==> src/hdl/pffa_pkg.sv <==
package pffa_pkg;

   // sizing
   localparam int MAX_PAGES = 4096;
   localparam int PAGE_W    = $clog2(MAX_PAGES);
   localparam int COUNT_W   = $clog2(MAX_PAGES + 1);
   localparam int REG_W     = 13;
   localparam int CMD_W     = 2;
   localparam int STATUS_W  = 2;
   localparam int CSR_IDX_W = 3;

   // request commands
   typedef enum logic [CMD_W-1:0] {
      CMD_BUILD = 2'd0,
      CMD_ALLOC = 2'd1,
      CMD_FREE  = 2'd2,
      CMD_NONE  = 2'd3
   } command_type;

   // response status codes
   typedef enum logic [STATUS_W-1:0] {
      ST_OK           = 2'd0,
      ST_NO_FREE      = 2'd1,
      ST_RANGE        = 2'd2,
      ST_NOT_FREEABLE = 2'd3
   } status_type;

   // per-page state kept in the state ram
   typedef enum logic [1:0] {
      PS_FREE  = 2'd0,
      PS_ALLOC = 2'd1,
      PS_SYS   = 2'd2,
      PS_BAD   = 2'd3
   } page_state_type;

   // configuration register indexes
   typedef enum logic [CSR_IDX_W-1:0] {
      REG_TOTAL_PAGES  = 3'd0,
      REG_SYSTEM_PAGES = 3'd1,
      REG_HOLE_A_START = 3'd2,
      REG_HOLE_A_END   = 3'd3,
      REG_HOLE_B_START = 3'd4,
      REG_HOLE_B_END   = 3'd5
   } reg_index_type;

   // controller to datapath commands
   typedef struct packed {
      logic clear_en;
      logic accept;
      logic build_en;
      logic exec_en;
      logic finish_en;
   } ctrl_cmd_type;

   // datapath to controller status
   typedef struct packed {
      logic sweep_last;
      logic slot_free;
   } dp_stat_type;

endpackage

==> src/hdl/pffa_ctrl.sv <==
module pffa_ctrl import pffa_pkg::*; (
   input  logic                clock,
   input  logic                reset,
   input  logic                req_valid,
   output logic                req_ready,
   input  logic [CMD_W-1:0]    req_command,
   input  dp_stat_type         dp_stat,
   output ctrl_cmd_type        ctrl_cmd
);

   typedef enum logic [4:0] {
      S_CLEAR  = 5'b00001,
      S_IDLE   = 5'b00010,
      S_BUILD  = 5'b00100,
      S_EXEC   = 5'b01000,
      S_FINISH = 5'b10000
   } ctrl_state_type;

   ctrl_state_type state_ff;
   ctrl_state_type state_in;

   assign req_ready = (state_ff == S_IDLE);

   // next state and datapath commands
   always_comb begin
      state_in = state_ff;
      ctrl_cmd = '0;
      unique case (state_ff)
         S_CLEAR: begin
            ctrl_cmd.clear_en = 1'b1;
            if (dp_stat.sweep_last) begin
               state_in = S_IDLE;
            end
         end
         S_IDLE: begin
            if (req_valid) begin
               ctrl_cmd.accept = 1'b1;
               unique case (command_type'(req_command)) inside
                  CMD_BUILD: state_in = S_BUILD;
                  CMD_ALLOC, CMD_FREE: state_in = S_EXEC;
                  default: state_in = S_FINISH;
               endcase
            end
         end
         S_BUILD: begin
            ctrl_cmd.build_en = 1'b1;
            if (dp_stat.sweep_last) begin
               state_in = S_FINISH;
            end
         end
         S_EXEC: begin
            if (dp_stat.slot_free) begin
               ctrl_cmd.exec_en = 1'b1;
               state_in = S_IDLE;
            end
         end
         S_FINISH: begin
            if (dp_stat.slot_free) begin
               ctrl_cmd.finish_en = 1'b1;
               state_in = S_IDLE;
            end
         end
         default: state_in = S_CLEAR;
      endcase
   end

   // state register
   always_ff @(posedge clock) begin
      if (reset) begin
         state_ff <= S_CLEAR;
      end else begin
         state_ff <= state_in;
      end
   end

   // at most one datapath action per cycle
   assert property (@(posedge clock) disable iff (reset)
      $onehot0({ctrl_cmd.clear_en, ctrl_cmd.accept, ctrl_cmd.build_en,
                ctrl_cmd.exec_en, ctrl_cmd.finish_en}))
      else $error("controller issued more than one datapath action");

   // a build runs until the last page and then reports
   assert property (@(posedge clock) disable iff (reset)
      (state_ff == S_BUILD && dp_stat.sweep_last) |=> (state_ff == S_FINISH))
      else $error("build did not finish after the last page");

endmodule

==> config.mk <==
export PLATFORM = sky130hd
export DESIGN_NAME = pffa_ctrl
export DESIGN_NICKNAME = d
export VERILOG_FILES = /design/src/hdl/pffa_pkg.sv /design/src/hdl/pffa_ctrl.sv
export SDC_FILE = /design/constraint.sdc
export NUM_CORES = 1
export LEC_CHECK = 0
export ABC_CLOCK_PERIOD_IN_PS = 1800
export BUFFER_PORTS_ARGS = -buffer_cell sky130_fd_sc_hd__buf_2
export CORE_AREA = 2 2 39 41
export DETAILED_ROUTE_END_ITERATION = 10
export DIE_AREA = 0 0 41 43
export PLACE_DENSITY = 0.59
export SYNTH_ARGS = -nofsm -noshare
export SYNTH_HDL_FRONTEND = slang
export SYNTH_SLANG_ARGS = --single-unit
==> constraint.sdc <==
create_clock -name clock -period 1.8 [get_ports clock]
set_clock_uncertainty 0.2 [all_clocks]
set_input_delay 0.18 -clock clock [delete_from_list [all_inputs] [get_ports clock]]
set_output_delay 0.18 -clock clock [all_outputs]
set_load 0.005 [all_outputs]
# ---- Word level (Yosys, flattened, before mapping)
# Index checks and enable logic that the tools add are counted.
dict set report word_totals {
  reg_bits 5
  wordCells 29
}
dict set report classes {
  n_reduce_logical 4
  mux 13
  eq_ne 11
}
# operator n
set op_table {}
lappend op_table {{2-to-1 mux 5 bit} 4}
lappend op_table {{case mux 5 bit (4 select lines)} 1}
lappend op_table {{case mux 5 bit (2 select lines)} 1}
lappend op_table {{2-to-1 mux 1 bit} 7}
lappend op_table {{inequality test 2 bit (second input constant)} 3}
lappend op_table {{equality test 5 x 1 -> 1 bit (second input constant)} 1}
lappend op_table {{equality test 5 x 2 -> 1 bit (second input constant)} 1}
lappend op_table {{equality test 5 x 3 -> 1 bit (second input constant)} 1}
lappend op_table {{equality test 5 x 4 -> 1 bit (second input constant)} 1}
lappend op_table {{equality test 5 bit (second input constant)} 1}
lappend op_table {{AND reduction 4 bit} 1}
lappend op_table {{OR reduction 2 bit} 2}
lappend op_table {{equality test 2 x 1 -> 1 bit (second input constant)} 1}
lappend op_table {{equality test 2 bit (second input constant)} 1}
lappend op_table {{zero test 2 bit} 1}
lappend op_table {{inequality test 2 x 1 -> 1 bit (second input constant)} 1}

# ---- Logic depth before layout (Yosys ltp)
# Gate-level depths: netlist of the first run.
dict set report logic_depth {
  depth_word 5
  ltp_mapped 6
  mapped_depth_nobuf 5
}

# ---- Least setup slack after synthesis of the first run
# Ideal clock, no wire load.
dict set report synth_path {
  kind {register to register}
  from {register state_ff[3]}
  to {register state_ff[0]}
  slack_ps 11
  setup_ps 122
  required_time_ps 1478
  arrival_ps 1467
  stages_incl_launch_ff 5
  cell_sequence {dfxtp_1 -> buf_6 -> or3_4 -> or3b_1 -> a221o_1}
}
dict set report synth_via {
  elab_chain_cells 4
  word_cells_on_any_way 12
}
# item line
set synth_rtl {}
lappend synth_rtl {{from (decl)} pffa_ctrl.sv:19} ;# ctrl_state_type state_ff;
lappend synth_rtl {{from (signal assigned)} pffa_ctrl.sv:72} ;# state_ff <= state_in;
lappend synth_rtl {{equality test 5 bit or equality test 5 x 4 -> 1 bit (tied branches)} pffa_ctrl.sv:28} ;# unique case (state_ff)
lappend synth_rtl {{OR reduction 2 bit (no line)} -}
lappend synth_rtl {{inequality test 2 x 1 -> 1 bit (no line)} -}
lappend synth_rtl {{AND reduction 4 bit (no line)} -}
# Parallel ways exist; a longest one is shown, timed or not.
# A chain may end at the register's enable or synchronous reset.

# ---- Final worst setup path of the first run
dict set report layout_path {
  from {register state_ff[0]}
  to {register state_ff[0]}
}
# Same word-level chain as after synthesis.

==> results of run 1 <==
stage by stage:
stage,setup WS [ns],cells,hold slack [ns],utilization (%)
after CTS,0.04498,87,0.06334,40.78
after global placement,0.1109,82,0.2199,37.52
final,0.06197,87,0.06742,41.32
after floorplan,0.01094,55,0.04907,-
after detailed placement,0.07600,82,0.2140,37.52
after global routing,0.01458,87,0.06849,41.32
how the worst max path moves through the flow:
stage | startpoint | end | slack, ns | cells past startpoint
6_report | state_ff[0] | state_ff[0] | 0.06 | 3
5_1_grt | state_ff[4] | ctrl_cmd[3] | 0.01 | 4
4_1_cts | state_ff[1] | ctrl_cmd[2] | 0.04 | 3
3_5_place_dp | state_ff[1] | state_ff[0] | 0.08 | 3
3_3_place_gp | state_ff[1] | state_ff[0] | 0.11 | 3
2_1_floorplan | state_ff[3] | state_ff[0] | 0.01 | 4
area by class of cell:
class | instances | area, um2
Multi-Input combinational cell | 41 | 305.3
Tap cell | 16 | 20.02
Clock inverter | 1 | 5.005
Clock buffer | 3 | 22.52
Fill cell | 147 | 812.0
Inverter | 4 | 15.01
Timing Repair Buffer | 17 | 100.1
Sequential cell | 5 | 103.9
cell families after synthesis:
kind of cell | synth area share [%]
simple gates | 35.68
compound gates | 20.79
buf+inv | 11.51
flops | 22.47
xor+xnor | 3.933
fa+ha+maj | 5.617
report_power, final:
group          internal, mW  total [mW]  switching [mW]
registers             0.123       0.139          0.0157
clock network        0.0805       0.130          0.0495
logic                0.0836       0.153          0.0690
total                 0.287       0.421           0.134
cells in the mapped netlist, drive strengths merged:
cell	instances	area [um2]
a211o	2	18.77
a211oi	1	7.510
a21o	1	8.760
a21oi	3	15.01
a221o	2	20.02
a32oi	2	17.52
and2	1	6.260
and3	2	12.51
and3b	1	8.760
and4	1	10.01
buf	4	32.53
clkbuf	1	3.750
dfxtp	5	100.1
ha	2	25.02
inv	4	15.01
nand2	1	3.750
nand2b	2	12.51
nand3b	1	7.510
nor2	7	26.28
nor2b	1	6.260
nor3	1	5.000
nor3b	1	7.510
nor4	1	6.260
nor4b	2	17.52
o21ai	1	5.000
or3	1	11.26
or3b	2	17.52
xnor2	2	17.52
repair_timing:
item | CTS | global route
endpoints found under the setup margin | 2 | 1
endpoints found under the hold margin | 3 | 0
hold buffers | 1 | 0
setup buffers | 0 | 0
pin swaps | 0 | 1
gates resized for setup | 3 | 2
worst max-delay path, stage by stage, from the launching register on:
cell	delay, ns
dfxtp_1	0.33
or3_4	0.41
or3b_1	0.36
a221o_1	0.32
per-layer routing:
layer | wire length (um) | share of wire (%) | vias to the layer above
met5 | 0 | 0 | -
met3 | 68 | 6.5 | 0
met2 | 492 | 47 | 18
met1 | 484 | 46 | 213
li1 | - | - | 229
met4 | 0 | 0 | 0
==> key figures, run 1 <==
Critical path
  • Register-to-register setup slack: 0.06 ns
  • Worst r2r src: state_ff[0]
  • Startpoint types: flip-flop
  • Worst reg2reg path depth: 3
  • RR Endpoint: state_ff[0]
  • CP Capture Type: flip-flop
  • Worst-path fanout max: 5
  • Critical Path RT: 1.73 ns
  • Worst endpoint data arrival time: 1.66 ns
  • Setup Crit Path Kind: flip-flop to flip-flop

Finish
  • Antenna Cells: 0
  • Most frequent cells in the layout: buf_2, nor2_1, inv_1, buf_4
  • Reg with most FFs: state_ff
  • Fin area: 571.8 um2
  • Layout cells sized above 1: 40.85%
  • Largest regs: state_ff: 5 flops
  • Most common cell after layout, fill and taps aside: buf_2
  • Area grow syn2layout: 28.37%
  • Max reg flops: 5
  • Nets@finish: 81

GRT
  • Met2 Usage GRT: 20.00%
  • GRT Max-Usage Layer: met2
  • Met3 Track Usage GR: 6.283%
  • First-pass GRT wire length: 1.580 mm
  • Largest net degree at the start of global routing: 12
  • GRT met1 Usage: 17.42%
  • GRT Util Overall: 13.37%
  • Congestion Overflow GR: 0
  • Initial antenna violation count: 0
  • Vias in the first global route: 366

Synth
  • Yosys warns: 0
  • Average size of a mapped cell: 8.099 um2
  • Register bit count reported by yosys: 5
  • Post-synthesis sequential area ratio: 22.47%
  • Distinct cells, synth: 31
  • Synth Instances: 55
  • Post-Syn Area: 445.4 um2
  • Syn Nets: 64

Run status
  • Status: finished clean

Route
  • Routed length per placed instance: 12.01 um
  • Drt via density: 5.287
  • Drt total wl: 1.045 mm
  • DRC violations left: 0
  • First-pass iteration count of the detailed router: 4
  • Iter 0 DRT Violations: 12
  • Via count: 460
  • Antenna Violating Nets Remaining: 0

Die
  • Initial core utilization: 32.19%
  • Die height: 43 um
  • # IOs: 13
  • Die area: 0.001763 mm2
  • FP Rows: 14
  • Core area: 0.001384 mm2
  • Die width: 41 um

Power and ir drop
  • Final Total Pwr: 0.4212 mW
  • Pwr Density: 736.6 mW/mm2
  • Leakage: 0.2595 nW
  • Peak supply drop: 0.0004705 V

Clock tree
  • Longest Clk Path Bufs: 2
  • # clock sinks: 5
  • Clock latency on the worst-skew pair: 0.24 ns
  • CTS buffer count: 3
  • Root Driver: clkbuf_4
  • TritonCTS clock tree: done
  • H-tree depth: 1
  • Clk pin slew, worst setup/hold paths: 0.05 ns

Min path
  • Hold Path Class: primary input to flip-flop
  • Hold Startpoint: req_valid
  • Hold endpoint: state_ff[2]
  • Hold depth: 3

STA
  • Max-slew headroom: 69.32%
  • Minimum clock period: 1.738 ns
  • Final setup violation count: 0
  • Final hold vios: 0
  • RSZ-0062 raised after global routing: false
  • Setup tns final: 0 ns
  • Highest clock rate: 575.4 MHz
  • Final max-slew violation count: 0
  • Fin crit share: 96.56%
  • Slew @ Worst Pin: 0.4538 ns

Placement
  • IO buf count: 12
  • GP Congestion: 0.7630
  • Placement Cell Area: 519.2 um2
  • DP HPWL: 797.7 um

Job
  • Max-cap viol count: 0
Note: power is estimated with default switching activity, not from simulation.
==> run 2: changes to the inputs <==
--- a/config.mk
+++ b/config.mk
@@ -5,7 +5,6 @@
 export SDC_FILE = /design/constraint.sdc
 export NUM_CORES = 1
 export LEC_CHECK = 0
-export ABC_CLOCK_PERIOD_IN_PS = 1800
 export BUFFER_PORTS_ARGS = -buffer_cell sky130_fd_sc_hd__buf_2
 export CORE_AREA = 2 2 39 41
 export DETAILED_ROUTE_END_ITERATION = 10
==> constraint.sdc (replaced) <==
create_clock -name clock -period 1.8 [get_ports clock]
set_clock_uncertainty 0.2 [all_clocks]
set_input_delay 0.09 -clock clock [delete_from_list [all_inputs] [get_ports clock]]
set_output_delay 0.09 -clock clock [all_outputs]
set_load 0.005 [all_outputs]
==> run 2 against run 1 <==
Global-route usage down 0.20 points. Flip-flop and latch count unchanged. Power down 0.16%. Worst setup slack worse by 0.0092 ns. Critical endpoint unchanged.
==> key figures, run 2 (synthesis results as in run 1) <==
Min path
  • Hold endpoint: state_ff[2]
  • Hold Startpoint: dp_stat[1]
  • Hold depth: 4 (+1)
  • Hold Path Class: primary input to flip-flop

GRT
  • Initial antenna violation count: 0 (unchanged)
  • Largest net degree at the start of global routing: 12 (unchanged)
  • First-pass GRT wire length: 1.566 mm (-0.89%)
  • Congestion Overflow GR: 0 (unchanged)
  • GRT Util Overall: 13.17% (-0.20 points)
  • Vias in the first global route: 365 (-0.27%)

Critical path
  • Startpoint types: flip-flop
  • Register-to-register setup slack: 0.05 ns (about the same)
  • RR Endpoint: state_ff[0]
  • Worst reg2reg path depth: 3 (unchanged)
  • Worst endpoint data arrival time: 1.67 ns (about the same)
  • Setup Crit Path Kind: flip-flop to flip-flop
  • Worst-path fanout max: 9 (+4)
  • CP Capture Type: flip-flop
  • Critical Path RT: 1.73 ns (about the same)
  • Worst r2r src: state_ff[1]

Route
  • Routed length per placed instance: 12.22 um (+1.7%)
  • First-pass iteration count of the detailed router: 4 (unchanged)
  • DRC violations left: 0 (unchanged)
  • Drt total wl: 1.075 mm (+2.9%)
  • Antenna Violating Nets Remaining: 0 (unchanged)
  • Via count: 460 (unchanged)
  • Iter 0 DRT Violations: 11 (-1)
  • Drt via density: 5.227 (-1.1%)

Die
  • # IOs: 13 (unchanged)
  • FP Rows: 14 (unchanged)
  • Initial core utilization: 32.19% (unchanged)
  • Die width: 41 um (unchanged)
  • Core area: 0.001384 mm2 (unchanged)
  • Die height: 43 um (unchanged)
  • Die area: 0.001763 mm2 (unchanged)

Finish
  • Most common cell after layout, fill and taps aside: buf_2
  • Antenna Cells: 0 (unchanged)
  • Fill count: 146 (-0.68%)
  • Layout cells sized above 1: 38.89% (-2.0 points)
  • Max reg flops: 5 (unchanged)
  • Reg with most FFs: state_ff
  • Area grow syn2layout: 28.93%
  • Most frequent cells in the layout: buf_2, nor2_1, inv_1, buf_4
  • Nets@finish: 82 (+1.2%)
  • Fin area: 574.3 um2 (+0.44%)
  • Largest regs: state_ff: 5 flops

Clock tree
  • # clock sinks: 5 (unchanged)
  • Clock latency on the worst-skew pair: 0.24 ns (about the same)
  • Clk pin slew, worst setup/hold paths: 0.05 ns (about the same)
  • CTS buffer count: 3 (unchanged)
  • Longest Clk Path Bufs: 2 (unchanged)
  • H-tree depth: 1 (unchanged)
  • Root Driver: clkbuf_4
  • TritonCTS clock tree: done

Run status
  • Status: finished clean

STA
  • Setup tns final: 0 ns (unchanged)
  • Final max-slew violation count: 0 (unchanged)
  • Minimum clock period: 1.747 ns (+0.009214 ns)
  • Max-slew headroom: 68.95% (-0.37 points)
  • Highest clock rate: 572.3 MHz (-0.53%)
  • Fin crit share: 97.07% (+0.51 points)
  • Final hold vios: 0 (unchanged)
  • Final setup violation count: 0 (unchanged)
  • Slew @ Worst Pin: 0.4593 ns (+0.005479 ns)
  • RSZ-0062 raised after global routing: false

Power and ir drop
  • Peak supply drop: 0.0004710 V (+0.10%)
  • Leakage: 0.2636 nW (+1.6%)
  • Pwr Density: 732.3 mW/mm2 (-0.59%)

Placement
  • Placement Cell Area: 519.2 um2 (unchanged)
  • IO buf count: 12 (unchanged)
  • GP Congestion: 0.7630 (unchanged)
  • DP HPWL: 797.7 um (unchanged)

Job
  • Max-cap viol count: 0 (unchanged)
[run 2: cell types whose count changed in the layout (fill, tap and decap cells not counted), sizes merged]
cell         previous run  this run
dlygate4sd3             1         2
[run 2: layout make-up]
type	count	area, um2	share of cell area [%]
clock buffers	3	22.52	3.922
flip-flops and latches	5	102.6	17.86
multi-input cells	41	299.0	52.07
clock inverters	1	5.005	0.8715
inverters	4	15.01	2.614
repair buffers	18	110.1	19.17
well taps	16	20.02	3.486
[run 2: per-stage QoR]
step                worst slack, ns  utilization [%]  hold slack (ns)  instances  power, mW
detailed placement          0.07600            37.52           0.1240         82     0.2859
floorplan                   0.01094                -         -0.04093         55     0.2377
global route               0.005500            41.50          0.02926         88     0.4482
CTS                         0.04870            40.96         0.004805         88     0.4253
finish                      0.05276            41.50          0.01015         88     0.4206
global placement             0.1109            37.52           0.1299         82     0.2854
[run 2: where the power goes]
| part | switching [mW] | internal (mW) |
|---|---|---|
| combinational | 0.0680 | 0.0848 |
| sequential | 0.0159 | 0.122 |
| clock | 0.0496 | 0.0806 |
| total | 0.133 | 0.287 |
[run 2: worst max path at each step]
stage | start | to | slack [ns]
floorplan | state_ff[3] | state_ff[0] | 0.01
global placement | state_ff[1] | state_ff[0] | 0.11
detailed placement | state_ff[1] | state_ff[0] | 0.08
CTS | state_ff[4] | ctrl_cmd[3] | 0.05
global route | state_ff[1] | state_ff[0] | 0.005
finish | state_ff[1] | state_ff[0] | 0.05
[run 2: timing repair]
item	in CTS	in global routing
endpoints found under the hold margin	5	0
hold buffers	2	0
buffers inserted	0	0
endpoints found under the setup margin	0	2
gates resized for setup	0	3
[run 2: layer usage]
metal	vias up	part of all wire, %	GRT usage [%]
li1	232	-	-
met1	208	45	17.42
met2	20	47	19.38
met3	0	8.1	6.283
met4	0	0	2.000
met5	-	0	0
[run 2: worst max-delay path: stages (launching register included)]
cell     delay, ns
dfxtp_1       0.36
or3_4         0.38
or3b_1        0.36
a221o_1       0.32
